## config.mk

```make
export PLATFORM = sky130hd
export DESIGN_NAME = block_bitmap_allocator
export DESIGN_NICKNAME = d
export VERILOG_FILES = /design/src/rtl/bba_pkg.sv /design/src/rtl/bba_ram.sv /design/src/rtl/block_bitmap_allocator.sv
export SDC_FILE = /design/constraint.sdc
export NUM_CORES = 2
export LEC_CHECK = 0
export BUFFER_PORTS_ARGS = -buffer_cell sky130_fd_sc_hd__buf_2
export CELL_PAD_IN_SITES_DETAIL_PLACEMENT = 0
export CELL_PAD_IN_SITES_GLOBAL_PLACEMENT = 1
export CORE_MARGIN = 5
export CORE_UTILIZATION = 38
export CTS_CLUSTER_DIAMETER = 120
export DETAILED_ROUTE_END_ITERATION = 8
export PLACE_DENSITY = 0.6
export SLEW_MARGIN = 5
export SYNTH_ARGS = -nofsm -noshare
export SYNTH_HDL_FRONTEND = slang
export SYNTH_SLANG_ARGS = --single-unit
```

## constraint.sdc

```tcl
create_clock -name i_clk -period 21.8 [get_ports i_clk]
set_input_delay 4.36 -clock i_clk [delete_from_list [all_inputs] [get_ports i_clk]]
set_output_delay 4.36 -clock i_clk [all_outputs]
set_load 0.02 [all_outputs]
```

## src/rtl/bba_pkg.sv

```systemverilog
// shared types and constants for the block bitmap allocator
package bba_pkg;

    localparam int CFG_W        = 13;
    localparam int CFG_IDX_W    = 1;
    localparam int IDX_W        = 12;
    localparam int OP_W         = 2;
    localparam int STAT_W       = 2;
    localparam int WORD_W       = 64;
    localparam int WORD_SH      = 6;
    localparam int BYTES_PER_WD = 8;
    localparam int MAX_BLOCKS_D = 4096;

    localparam logic [CFG_W-1:0] TOTAL_RST    = 13'd4096;
    localparam logic [CFG_W-1:0] RESERVED_RST = 13'd1;

    typedef enum logic [OP_W-1:0] {
        OP_CLEAR    = 2'd0,
        OP_ALLOC    = 2'd1,
        OP_SET_USED = 2'd2,
        OP_SET_FREE = 2'd3
    } t_op;

    typedef enum logic [STAT_W-1:0] {
        ST_OK    = 2'd0,
        ST_RANGE = 2'd1,
        ST_FULL  = 2'd2
    } t_status;

    typedef enum logic [CFG_IDX_W-1:0] {
        CFG_TOTAL    = 1'd0,
        CFG_RESERVED = 1'd1
    } t_cfg_idx;

endpackage

```

## src/rtl/bba_ram.sv

```systemverilog
// generic single write, single read ram with registered read data
module bba_ram #(
    parameter int WIDTH = 64,
    parameter int DEPTH = 64,
    localparam int AW = (DEPTH > 1) ? $clog2(DEPTH) : 1
) (
    input  logic             i_clk,
    input  logic             i_wr_en,
    input  logic [AW-1:0]    i_wr_addr,
    input  logic [WIDTH-1:0] i_wr_data,
    input  logic             i_rd_en,
    input  logic [AW-1:0]    i_rd_addr,
    output logic [WIDTH-1:0] o_rd_data
);

    logic [WIDTH-1:0] r_mem [DEPTH];
    logic [WIDTH-1:0] r_rd_data;

    always_ff @(posedge i_clk) begin
        if (i_wr_en) begin
            r_mem[i_wr_addr] <= i_wr_data;
        end
        if (i_rd_en) begin
            r_rd_data <= r_mem[i_rd_addr];
        end
    end

    assign o_rd_data = r_rd_data;

endmodule

```

## src/rtl/block_bitmap_allocator.sv

```systemverilog
// block bitmap allocator top level: first fit search over a word-wide occupancy ram
//
//  channel   direction  handshake                     payload
//  in        to block   i_in_valid / o_in_stall       i_operation, i_block_index
//  out       from block o_out_valid / i_out_stall     o_result_block, o_status
//  cfg       to block   i_cfg_valid / o_cfg_ready     i_cfg_index, i_cfg_data
//
// one item at a time; set used / set free read the map word and write it back,
// an out of range index goes straight to the result; allocate scans up to MAP_WORDS map words
// through the single ram read port; clear writes one map word per cycle
// after reset a clearing pass writes every map word before the first item is taken
// a finished result waits in the output register; the next item is taken meanwhile and
// only its own result waits on a stalled output
module block_bitmap_allocator #(
    parameter int MAX_BLOCKS = bba_pkg::MAX_BLOCKS_D
) (
    input  logic                         i_clk,
    input  logic                         i_rst_n,
    // item input
    input  logic                         i_in_valid,
    output logic                         o_in_stall,
    input  logic [bba_pkg::OP_W-1:0]     i_operation,
    input  logic [bba_pkg::IDX_W-1:0]    i_block_index,
    // result output
    output logic                         o_out_valid,
    input  logic                         i_out_stall,
    output logic [bba_pkg::IDX_W-1:0]    o_result_block,
    output logic [bba_pkg::STAT_W-1:0]   o_status,
    // register writes
    input  logic                         i_cfg_valid,
    output logic                         o_cfg_ready,
    input  logic [bba_pkg::CFG_IDX_W-1:0] i_cfg_index,
    input  logic [bba_pkg::CFG_W-1:0]    i_cfg_data
);

    localparam int MAP_WORDS = (MAX_BLOCKS + 63) / 64;
    localparam int AW        = (MAP_WORDS > 1) ? $clog2(MAP_WORDS) : 1;
    localparam int CNT_W     = $clog2(MAP_WORDS + 1);
    // wide enough for any word base and for the block count
    localparam int BW        = ((CNT_W + bba_pkg::WORD_SH) > bba_pkg::CFG_W) ?
                               (CNT_W + bba_pkg::WORD_SH) : bba_pkg::CFG_W;
    localparam logic [31:0]      MAXB      = 32'(MAX_BLOCKS);
    localparam logic [CNT_W-1:0] WORDS_CNT = CNT_W'(MAP_WORDS);
    localparam logic [CNT_W-1:0] LAST_WORD = CNT_W'(MAP_WORDS - 1);

    typedef enum logic [2:0] {
        S_CLR,
        S_IDLE,
        S_SCAN,
        S_FIND,
        S_RMW_RD,
        S_RMW_WR,
        S_DONE
    } t_state;

    // ones below rem, all ones from a full word up
    function automatic logic [bba_pkg::WORD_W-1:0] low_mask(input logic [BW-1:0] rem);
        logic [bba_pkg::WORD_W-1:0] m;
        if (rem >= BW'(bba_pkg::WORD_W)) begin
            m = '1;
        end else begin
            m = ({{(bba_pkg::WORD_W-1){1'b0}}, 1'b1} << rem[bba_pkg::WORD_SH-1:0])
                - {{(bba_pkg::WORD_W-1){1'b0}}, 1'b1};
        end
        return m;
    endfunction

    t_state                          r_state;
    bba_pkg::t_op                    r_op;
    logic [bba_pkg::IDX_W-1:0]       r_idx;
    logic [bba_pkg::IDX_W-1:0]       r_pres;
    bba_pkg::t_status                r_pstat;
    logic                            r_out_valid;
    logic [bba_pkg::IDX_W-1:0]       r_out_res;
    bba_pkg::t_status                r_out_stat;
    logic [bba_pkg::CFG_W-1:0]       r_total;
    logic [bba_pkg::CFG_W-1:0]       r_reserved;
    logic [CNT_W-1:0]                r_raddr;
    logic [CNT_W-1:0]                r_daddr;
    logic                            r_pend;
    logic [CNT_W-1:0]                r_waddr;
    logic [BW-1:0]                   r_clr_n;
    logic                            r_op_pend;
    logic [bba_pkg::WORD_W-1:0]      r_avail;
    logic [bba_pkg::WORD_W-1:0]      r_word;

    logic                            w_in_acc;
    logic                            w_out_free;
    logic [bba_pkg::CFG_W-1:0]       w_limit;
    logic [bba_pkg::CFG_W-1:0]       w_resv;
    logic                            w_issue;
    logic [BW-1:0]                   w_dbase;
    logic [BW-1:0]                   w_wbase;
    logic [bba_pkg::WORD_W-1:0]      w_avail;
    logic                            w_hit;
    logic [bba_pkg::BYTES_PER_WD-1:0] w_byte_nz;
    logic [2:0]                      w_byte_sel;
    logic [7:0]                      w_byte;
    logic [2:0]                      w_bit_sel;
    logic [bba_pkg::WORD_SH-1:0]     w_find_k;
    logic [BW-1:0]                   w_found_blk;
    logic [AW-1:0]                   w_idx_word;
    logic [bba_pkg::WORD_W-1:0]      w_idx_bit;
    logic [bba_pkg::WORD_W-1:0]      w_clr_data;
    logic                            w_wr_en;
    logic [AW-1:0]                   w_wr_addr;
    logic [bba_pkg::WORD_W-1:0]      w_wr_data;
    logic                            w_rd_en;
    logic [AW-1:0]                   w_rd_addr;
    logic [bba_pkg::WORD_W-1:0]      w_rd_data;

    // handshakes: one item in flight, output register decouples the result side
    assign o_in_stall  = (r_state != S_IDLE);
    assign w_in_acc    = i_in_valid && !o_in_stall;
    assign w_out_free  = !r_out_valid || !i_out_stall;
    assign o_cfg_ready = 1'b1;

    // effective block count, capped at the map capacity
    assign w_limit = (32'(r_total) > MAXB) ? bba_pkg::CFG_W'(MAXB) : r_total;
    assign w_resv  = (r_reserved < w_limit) ? r_reserved : w_limit;

    // scan issues one read per cycle while the word base is below the block count
    assign w_issue = (r_state == S_SCAN) && (r_raddr < WORDS_CNT)
                     && (BW'({r_raddr, {bba_pkg::WORD_SH{1'b0}}}) < BW'(w_limit));
    assign w_dbase = BW'({r_daddr, {bba_pkg::WORD_SH{1'b0}}});
    assign w_wbase = BW'({r_waddr, {bba_pkg::WORD_SH{1'b0}}});
    // free bits of the returned word, padding past the block count masked off
    assign w_avail = ~w_rd_data & low_mask(BW'(w_limit) - w_dbase);
    assign w_hit   = r_pend && (w_avail != '0);

    // lowest free bit: first nonzero byte, then first set bit inside it
    always_comb begin
        for (int i = 0; i < bba_pkg::BYTES_PER_WD; i++) begin
            w_byte_nz[i] = |r_avail[i*8 +: 8];
        end
        w_byte_sel = 3'd7;
        for (int i = 7; i >= 0; i--) begin
            if (w_byte_nz[i]) begin
                w_byte_sel = 3'(i);
            end
        end
    end

    assign w_byte = r_avail[{w_byte_sel, 3'b000} +: 8];

    always_comb begin
        w_bit_sel = 3'd7;
        for (int i = 7; i >= 0; i--) begin
            if (w_byte[i]) begin
                w_bit_sel = 3'(i);
            end
        end
    end

    assign w_find_k    = {w_byte_sel, w_bit_sel};
    assign w_found_blk = w_dbase + BW'(w_find_k);

    assign w_idx_word = AW'(r_idx >> bba_pkg::WORD_SH);
    assign w_idx_bit  = {{(bba_pkg::WORD_W-1){1'b0}}, 1'b1}
                        << r_idx[bba_pkg::WORD_SH-1:0];

    // clear word: blocks below the reservation count marked used
    assign w_clr_data = (r_clr_n > w_wbase) ? low_mask(r_clr_n - w_wbase) : '0;

    // ram port selection
    always_comb begin
        w_wr_en   = 1'b0;
        w_wr_addr = r_waddr[AW-1:0];
        w_wr_data = w_clr_data;
        case (r_state)
            S_CLR: begin
                w_wr_en = 1'b1;
            end
            S_FIND: begin
                w_wr_en   = 1'b1;
                w_wr_addr = r_daddr[AW-1:0];
                w_wr_data = r_word | ({{(bba_pkg::WORD_W-1){1'b0}}, 1'b1} << w_find_k);
            end
            S_RMW_WR: begin
                w_wr_en   = 1'b1;
                w_wr_addr = w_idx_word;
                w_wr_data = (r_op == bba_pkg::OP_SET_USED) ? (w_rd_data | w_idx_bit)
                                                           : (w_rd_data & ~w_idx_bit);
            end
            default: begin
                w_wr_en = 1'b0;
            end
        endcase
    end

    assign w_rd_en   = w_issue || (r_state == S_RMW_RD);
    assign w_rd_addr = (r_state == S_SCAN) ? r_raddr[AW-1:0] : w_idx_word;

    bba_ram #(
        .WIDTH (bba_pkg::WORD_W),
        .DEPTH (MAP_WORDS)
    ) u_map (
        .i_clk     (i_clk),
        .i_wr_en   (w_wr_en),
        .i_wr_addr (w_wr_addr),
        .i_wr_data (w_wr_data),
        .i_rd_en   (w_rd_en),
        .i_rd_addr (w_rd_addr),
        .o_rd_data (w_rd_data)
    );

    // sequencer, registers and output register
    always_ff @(posedge i_clk) begin
        if (!i_rst_n) begin
            r_state     <= S_CLR;
            r_waddr     <= '0;
            r_clr_n     <= '0;
            r_op_pend   <= 1'b0;
            r_pend      <= 1'b0;
            r_out_valid <= 1'b0;
            r_total     <= bba_pkg::TOTAL_RST;
            r_reserved  <= bba_pkg::RESERVED_RST;
        end else begin
            if (i_cfg_valid) begin
                case (bba_pkg::t_cfg_idx'(i_cfg_index))
                    bba_pkg::CFG_TOTAL:    r_total    <= i_cfg_data;
                    bba_pkg::CFG_RESERVED: r_reserved <= i_cfg_data;
                    default: begin
                    end
                endcase
            end

            // result taken and no new one loaded this cycle
            if (r_out_valid && !i_out_stall && (r_state != S_DONE)) begin
                r_out_valid <= 1'b0;
            end

            case (r_state)
                S_CLR: begin
                    r_waddr <= r_waddr + 1'b1;
                    if (r_waddr == LAST_WORD) begin
                        r_state <= r_op_pend ? S_DONE : S_IDLE;
                    end
                end
                S_IDLE: begin
                    if (w_in_acc) begin
                        r_op    <= bba_pkg::t_op'(i_operation);
                        r_idx   <= i_block_index;
                        r_pres  <= i_block_index;
                        r_pstat <= bba_pkg::ST_OK;
                        case (bba_pkg::t_op'(i_operation))
                            bba_pkg::OP_CLEAR: begin
                                r_waddr   <= '0;
                                r_clr_n   <= BW'(w_resv);
                                r_op_pend <= 1'b1;
                                r_state   <= S_CLR;
                            end
                            bba_pkg::OP_ALLOC: begin
                                r_raddr <= '0;
                                r_pend  <= 1'b0;
                                r_state <= S_SCAN;
                            end
                            default: begin
                                // set used or set free
                                if ({1'b0, i_block_index} >= w_limit) begin
                                    r_pstat <= bba_pkg::ST_RANGE;
                                    r_state <= S_DONE;
                                end else begin
                                    r_state <= S_RMW_RD;
                                end
                            end
                        endcase
                    end
                end
                S_SCAN: begin
                    if (w_hit) begin
                        r_avail <= w_avail;
                        r_word  <= w_rd_data;
                        r_pend  <= 1'b0;
                        r_state <= S_FIND;
                    end else begin
                        r_pend <= w_issue;
                        if (w_issue) begin
                            r_daddr <= r_raddr;
                            r_raddr <= r_raddr + 1'b1;
                        end else if (!r_pend) begin
                            // nothing in flight and nothing left to read
                            r_pres  <= '0;
                            r_pstat <= bba_pkg::ST_FULL;
                            r_state <= S_DONE;
                        end
                    end
                end
                S_FIND: begin
                    r_pres  <= bba_pkg::IDX_W'(w_found_blk);
                    r_state <= S_DONE;
                end
                S_RMW_RD: begin
                    r_state <= S_RMW_WR;
                end
                S_RMW_WR: begin
                    r_state <= S_DONE;
                end
                S_DONE: begin
                    if (w_out_free) begin
                        r_out_valid <= 1'b1;
                        r_out_res   <= r_pres;
                        r_out_stat  <= r_pstat;
                        r_op_pend   <= 1'b0;
                        r_state     <= S_IDLE;
                    end
                end
                default: begin
                    r_state <= S_IDLE;
                end
            endcase
        end
    end

    assign o_out_valid    = r_out_valid;
    assign o_result_block = r_out_res;
    assign o_status       = r_out_stat;

`ifndef SYNTH
    // a failed allocate always reports block zero
    ap_full_zero: assert property (@(posedge i_clk) disable iff (!i_rst_n)
        (o_out_valid && (o_status == bba_pkg::ST_FULL)) |-> (o_result_block == '0))
        else $error("no-space result with nonzero block");

    // the map is never written while the block waits for an item
    ap_idle_no_write: assert property (@(posedge i_clk) disable iff (!i_rst_n)
        (r_state == S_IDLE) |-> !w_wr_en)
        else $error("map write while idle");

    // reset starts the clearing pass with no result shown
    ap_reset_clear: assert property (@(posedge i_clk)
        !i_rst_n |=> (o_in_stall && !o_out_valid))
        else $error("reset did not start clearing pass");

    // a scan read only ever targets a word inside the map
    ap_scan_addr: assert property (@(posedge i_clk) disable iff (!i_rst_n)
        w_issue |-> (r_raddr < WORDS_CNT))
        else $error("scan read past map");
`endif

endmodule

```

## After elaboration in Yosys (flattened, before gate mapping)

Memories as Yosys holds them, arrays and structs flattened. A register that Yosys moved wholly into a read port is not among the register bits.
Index checks and enable logic that the tools add are counted.
Widths: inputs -> output; s select.

- Shift-type cells: 5
- $add $sub $neg: 7
- Mux-type cells: 67
- Bitwise gates (word level): 8
- Equality and inequality tests: 22
- $lt $le $gt $ge: 8
- Reductions and logical operators: 42

Operators by type and width:

| cell | number |
|---|---|
| $mux 64 | 4 |
| $shl 1x6->64 const A | 4 |
| $and 64x64->64 | 2 |
| $not 64->64 | 2 |
| $or 64x64->64 | 2 |
| $pmux 64 s2 | 1 |
| $sub 64x1->64 const B | 2 |
| $reduce_bool 64->1 | 1 |
| $shiftx 64x7->7 | 1 |
| $mux 3 | 19 |
| $reduce_or 8->1 | 7 |
| $mux 12 | 4 |
| $mux 7 | 6 |
| $pmux 12 s3 | 1 |
| $pmux 7 s2 | 2 |
| $ge 13x7->1 const B | 2 |
| $lt 13x13->1 | 2 |
| $mux 13 | 2 |
| $sub 13x13->13 | 2 |
| $ne 2x2->1 const B | 9 |
| $pmux 3 s6 | 1 |
| $reduce_and 3->1 | 6 |
| $reduce_and 6->1 | 3 |
| $mux 1 | 16 |
| other kinds (33) | 58 |

- Output and inout port bits: 17
- Input bits: 33
- RAM bits: 4096
- Memories kept: 1
- Register bits after elaboration: 236

Memory list:

| name | words | width | rd ports | clocked after Yosys merged registers in | wr ports | RTL line | text |
|---|---|---|---|---|---|---|---|
| u_map.r_mem | 64 | 64 | 1 | 1 | 1 | bba_ram.sv:16 | `logic [WIDTH-1:0] r_mem [DEPTH];` |

## Depth between registers and ports, before layout

- Depth after elaboration: 19
- Mapped depth: 20
- Mapped depth without buffers: 15

## By module

From an unflattened synthesis, not the netlist that was laid out.

- Cells, all modules: 8747
- Area total of the unflattened synthesis: 174185.8 µm²

Modules (own cells, without submodules):

| module | cells an instance | area an instance (µm²) | times used | seq. area each (µm²) |
|---|---|---|---|---|
| bba_ram | 6787 | 157389.7 | 1 | 124919.8 |
| block_bitmap_allocator | 1960 | 16796.1 | 1 | 6536.3 |

## Worst setup path after synthesis

No wires, ideal clock.

- Path kind: input to register
- From: in i_rst_n
- To: reg r_avail[0] in the netlist's numbering (enable)
- Path slack: 13696 ps
- Setup time: 502 ps
- Data required time: 21298 ps
- Path buffers: 1
- Stages on the path: 2
- Data arrival time: 7602 ps
- Cells stage by stage: clkbuf_1 and3_1

- Cells in the longest elaborated chain, start to end: 1

Ends and longest elaborated chain:

| what | RTL line | text |
|---|---|---|
| from (decl) | block_bitmap_allocator.sv:18 | `input logic i_rst_n,` |
| $reduce_and 3->1 (no source line) | n/a |  |
| to (signal assigned) | block_bitmap_allocator.sv:272 | `r_avail <= w_avail;` |
| to (decl) | block_bitmap_allocator.sv:84 | `logic [bba_pkg::WORD_W-1:0] r_avail;` |

No other way between the ends.
A chain may end at the register's enable or synchronous reset.

## Final worst setup path

- From: reg r_total[12] in the netlist's numbering
- To: reg r_word[20] in the netlist's numbering (enable)

- Cells in the longest elaborated chain, start to end: 10
- Elaborated cells between the ends (all ways): 11
- Those cells by class: add/sub (2); order compare (2); shift (1); mux (2); bitwise (1); reduce/logical (3)

Ends and longest elaborated chain:

| what | RTL line | text |
|---|---|---|
| from (decl) | block_bitmap_allocator.sv:76 | `logic [bba_pkg::CFG_W-1:0] r_total;` |
| from (signal assigned) | block_bitmap_allocator.sv:216 | `r_total <= bba_pkg::TOTAL_RST;` |
| from (signal assigned) | block_bitmap_allocator.sv:221 | `bba_pkg::CFG_TOTAL: r_total <= i_cfg_data;` |
| $gt 13x13->1 | block_bitmap_allocator.sv:119 | `assign w_limit = (32'(r_total) > MAXB) ? bba_pkg::CFG_W'(MAXB) : r_total;` |
| $mux 13 (*) | block_bitmap_allocator.sv:119 |  |
| $sub 13x13->13 (*) | block_bitmap_allocator.sv:128 | `assign w_avail = ~w_rd_data & low_mask(BW'(w_limit) - w_dbase);` |
| $shl 1x6->64 | block_bitmap_allocator.sv:62 | `m = ({{(bba_pkg::WORD_W-1){1'b0}}, 1'b1} << rem[bba_pkg::WORD_SH-1:0])` |
| $sub 64x1->64 | block_bitmap_allocator.sv:63 | `- {{(bba_pkg::WORD_W-1){1'b0}}, 1'b1};` |
| $mux 64 (*) | block_bitmap_allocator.sv:59 | `if (rem >= BW'(bba_pkg::WORD_W)) begin` |
| $and 64x64->64 (*) | block_bitmap_allocator.sv:128 |  |
| named net w_avail (one bit) | block_bitmap_allocator.sv:94 | `logic [bba_pkg::WORD_W-1:0] w_avail;` |
| $reduce_bool 64->1 (*) | block_bitmap_allocator.sv:129 | `assign w_hit = r_pend && (w_avail != '0);` |
| $logic_and 1x1->1 (*) | block_bitmap_allocator.sv:129 |  |
| $reduce_and 3->1 (no source line) (*) | n/a |  |
| to (signal assigned) | block_bitmap_allocator.sv:273 | `r_word <= w_rd_data;` |
| to (decl) | block_bitmap_allocator.sv:85 | `logic [bba_pkg::WORD_W-1:0] r_word;` |

Mark *: on every way through the listed nets, which the timed path passes. The rest lies on a longest branch.

==> metrics.md <==
| Metric | Value |
|---|---|
| Run status | `finished clean` |
| Wire length per cell | `31.0 um` |
| Max-slew violation count | `0` |
| Post_cts resized | `0` |
| 1st-iter DRT viols | `around 14,000` |
| Sequential cell area | `131,000 sq um` |
| Drt drc | `0` |
| Crit path buf inv count | `5` |
| FILL cells | `43,711` |
| Max Buffers Root-to-Sink | `4` |
| Metal2 WL | `303,000 um` |
| Number of core rows | `253` |
| Crit path max fanout | `76` |
| WP data arrival | `8.04 ns` |
| Final HPWL DP | `350,000 um` |
| Fin nets | `14,459` |
| Met3 WL | `between 40,000 and 50,000 um` |
| Hold Crit Depth | `0` |
| Multi-input logic area | `about 46,000 sq um` |
| Max Fclk | `0.135 GHz` |
| Worst-Skew Late Latency | `1.06 ns` |
| Core Util, Final | `a little over two fifths` |
| Crit end category | `register` |
| CP Launch Type | `register` |
| Cell taking the most area after synthesis | `edfxtp_1` |
| Die X | `699 um` |
| Die area | `488,000 sq um` |
| Drt first pass iters | `6` |
| Dominant synthesized flop cell | `edfxtp_1` |
| First-pass GRT wire length | `910,000 um` |
| Routed Antenna Nets | `0` |
| Slew headroom | `2.60%` |
| Core ar. | `474,000 sq um` |
| Worst min path class | `register to register` |
| I/O Buffers | `48` |
| Yosys warning total | `0` |
| Peak VDD IR | `between 0.07 and 0.08 mV` |
| Share of layout cells above drive strength 1 | `8.70%` |
| Post-Syn Area | `180,000 sq um` |
| Worst path depth | `18` |
| Cell repeated most along the worst path | `buf_4` |
| Post-synth EDFFs | `4,343` |
| M1 WL | `276,000 um` |
| CTS H-tree depth | `5` |
| Max incr delay on CP | `0.60 ns` |
| RSZ-0062 raised after global routing | `no` |
| Cells after Synth | `14,459` |
| Initial Utilization | `38.0%` |
| I/O pin total | `50` |
| CTS root buf | `clkbuf_16` |
| Inserted Clock Buffers | `464` |
| Layout Area Growth over Synthesis | `12.8%` |
| Clock tree sinks | `roughly 4,400` |
| Postcts setup bufs | `0` |
| Pwr/cell area | `87.7 nW/um^2` |
| Gr ovfl total | `0` |
| Vias/cell | `a little under 6` |
| Setup TNS | `0 ns` |
| Crit path required time | `22.45 ns` |
| Vias | `122,496` |
| Worst Tran Pin Value | `about 1.4 ns` |
| Final Cycle Share | `33.9%` |
| Max cap viols | `0` |
| Synth area leaders | `edfxtp_1 72%, nand2_1 9.1%, nand3_1 5.9%` |
| Post-synthesis sequential area ratio | `72.9%` |
| CTS tree | `yes` |
| Mean Syn Cell Area | `12.5 sq um` |
| Delay-heaviest family, CP | `buffers and inverters` |
| Total Routing Usage GR | `~26%` |
| Die height | `699 um` |
| Initial antenna violation count | `25` |
| Vias in the first global route | `114,933` |
| # setup viols final | `0` |
| CTS clock-pin slew for the worst setup and hold paths | `0.06 ns` |
| Routability congestion estimate | `0.937` |
| Top cell type's share of synthesized area | `72.3%` |
| Routed wire length | `652,000 um` |
| Skew final | `0.0826 ns` |
| Worst setup path class | `register to register` |
| Top sig layer | `met5` |
| Worst Reg-to-Reg Cells | `18` |
| Hold_buf cts | `0` |
| Worst path cell trace | `buf_4, inv_1, nand2_1, ha_1, inv_1, fa_1, a21o_1, a21oi_1, mux2i_1, and4_2, buf_4, a41oi_1, a31oi_1, nand4b_1, or4_1, o41a_1, and3_4, buf_4` |
| Ys async rst share | `0%` |
| Most common cell after layout, fill and taps aside | `nand2_1` |
| Post-layout min period | `7.39 ns` |
| Library cells used by synthesis | `115` |
| Synth Register Bits | `4,395` |
| Final Hold Fails | `0` |
| P_leak | `68.8 nW` |
| Largest net degree at the start of global routing | `136` |
| Commonest non-fill, non-tap cells in the layout | `4,376 x nand2_1, 4,343 x edfxtp_1, 2,121 x nand3_1` |
| Worst path slowest cell | `or4_1` |
| Syn_nets | `roughly 15,000` |
[logic make-up after synthesis]
| logic type | share of synthesized area (%) |
|---|---|
| buffers and inverters | 2.35 |
| AND/OR/NAND/NOR | 17.4 |
| multiplexers | 0.276 |
| flip-flops | 72.9 |
| XOR/XNOR | 0.151 |
| AO/OA/AOI/OAI | 6.50 |
| other | 0.00208 |
| adder cells (fa/ha/maj) | 0.355 |
[layout make-up]
type,count,share of cell area (%)
antenna,10,0.0123
clock buffer,579,5.96
clock inverter,256,0.975
inverter,59,0.109
multi-input combinational,8980,22.6
sequential,4395,64.6
tap,6247,3.84
timing repair buffer,476,1.88
[layer usage]
layer | GRT usage, % | up-vias
met5 | 0 | -
met4 | 8.87 | 2
met3 | 3.72 | 1079
met2 | 41.2 | 4787
met1 | 36.0 | 63198
li1 | - | 53430
[flip-flops by register name, summed over array words and instances, names as in the netlist, 2 cells and up]
register and count:
o_result_block 12, o_status 2, r_avail 63, r_clr_n 13, r_daddr 7, r_idx 12, r_op 2, r_pres 12
r_pstat 2, r_raddr 7, r_reserved 13, r_state 3, r_total 13, r_waddr 7, r_word 64, u_map.o_rd_data 64
u_map.r_mem 4096
[cells in the mapped netlist (8+ instances only)]
master       n
a211oi_1    71
a21o_1      26
a21oi_1    319
a221o_1      9
a221oi_1    12
a222oi_1    19
a311oi_1   641
a31o_2      13
a31oi_1    157
and2_1      14
and3_1     267
buf_1       72
buf_2       15
buf_6        9
clkbuf_1   920
dfxtp_1     52
edfxtp_1  4343
ha_1        48
inv_1       55
mux2i_1     43
nand2_1   4378
nand2b_1    28
nand3_1   2121
nand4_1     30
nor2_1     183
nor2b_1     23
nor3_1      36
nor4_1      34
nor4b_1      8
o211ai_1    22
o21a_1      18
o21ai_0    162
o221ai_1    25
o22ai_1     13
o31ai_1     21
or2_2       19
or3_1       27
or4_1       17
xnor2_1     20
xor2_1      11
[path summary, 6_finish.rpt]
| path | start | to | slack (ns) |
|---|---|---|---|
| worst max-delay path | r_total[12]$_SDFFE_PN1P_ | r_word[20]$_DFFE_PP_ | 14.41 |
| worst min-delay path | r_pres[4]$_DFFE_PP_ | o_result_block[4]$_DFFE_PP_ | 0.42 |
| worst max register to register | r_total[12]$_SDFFE_PN1P_ | r_word[20]$_DFFE_PP_ | 14.41 |
| worst min register to register | r_pres[4]$_DFFE_PP_ | o_result_block[4]$_DFFE_PP_ | 0.42 |
[through the flow]
stage / hold slack, ns / worst slack (ns) / instance area (sq um) / total power, mW / std cells
global route: 0.423 / 14.22 / 203000 / 18.4 / 20993
detailed placement: 0.405 / 14.64 / 189000 / 10.5 / 20157
finish: 0.420 / 14.41 / 203000 / 17.8 / 21002
floorplan: 0.400 / 13.70 / 180000 / 10.2 / 14459
CTS: 0.421 / 14.65 / 203000 / 18.0 / 20992
global placement: 0.403 / 14.66 / 189000 / 10.5 / 20157
[report_power, final]
group	switching [mW]	total, mW	internal (mW)
Combinational	0.560	0.653	0.0925
Sequential	0.0177	9.67	9.66
Clock	3.33	7.52	4.18
Note: power is estimated with default switching activity, not from simulation.
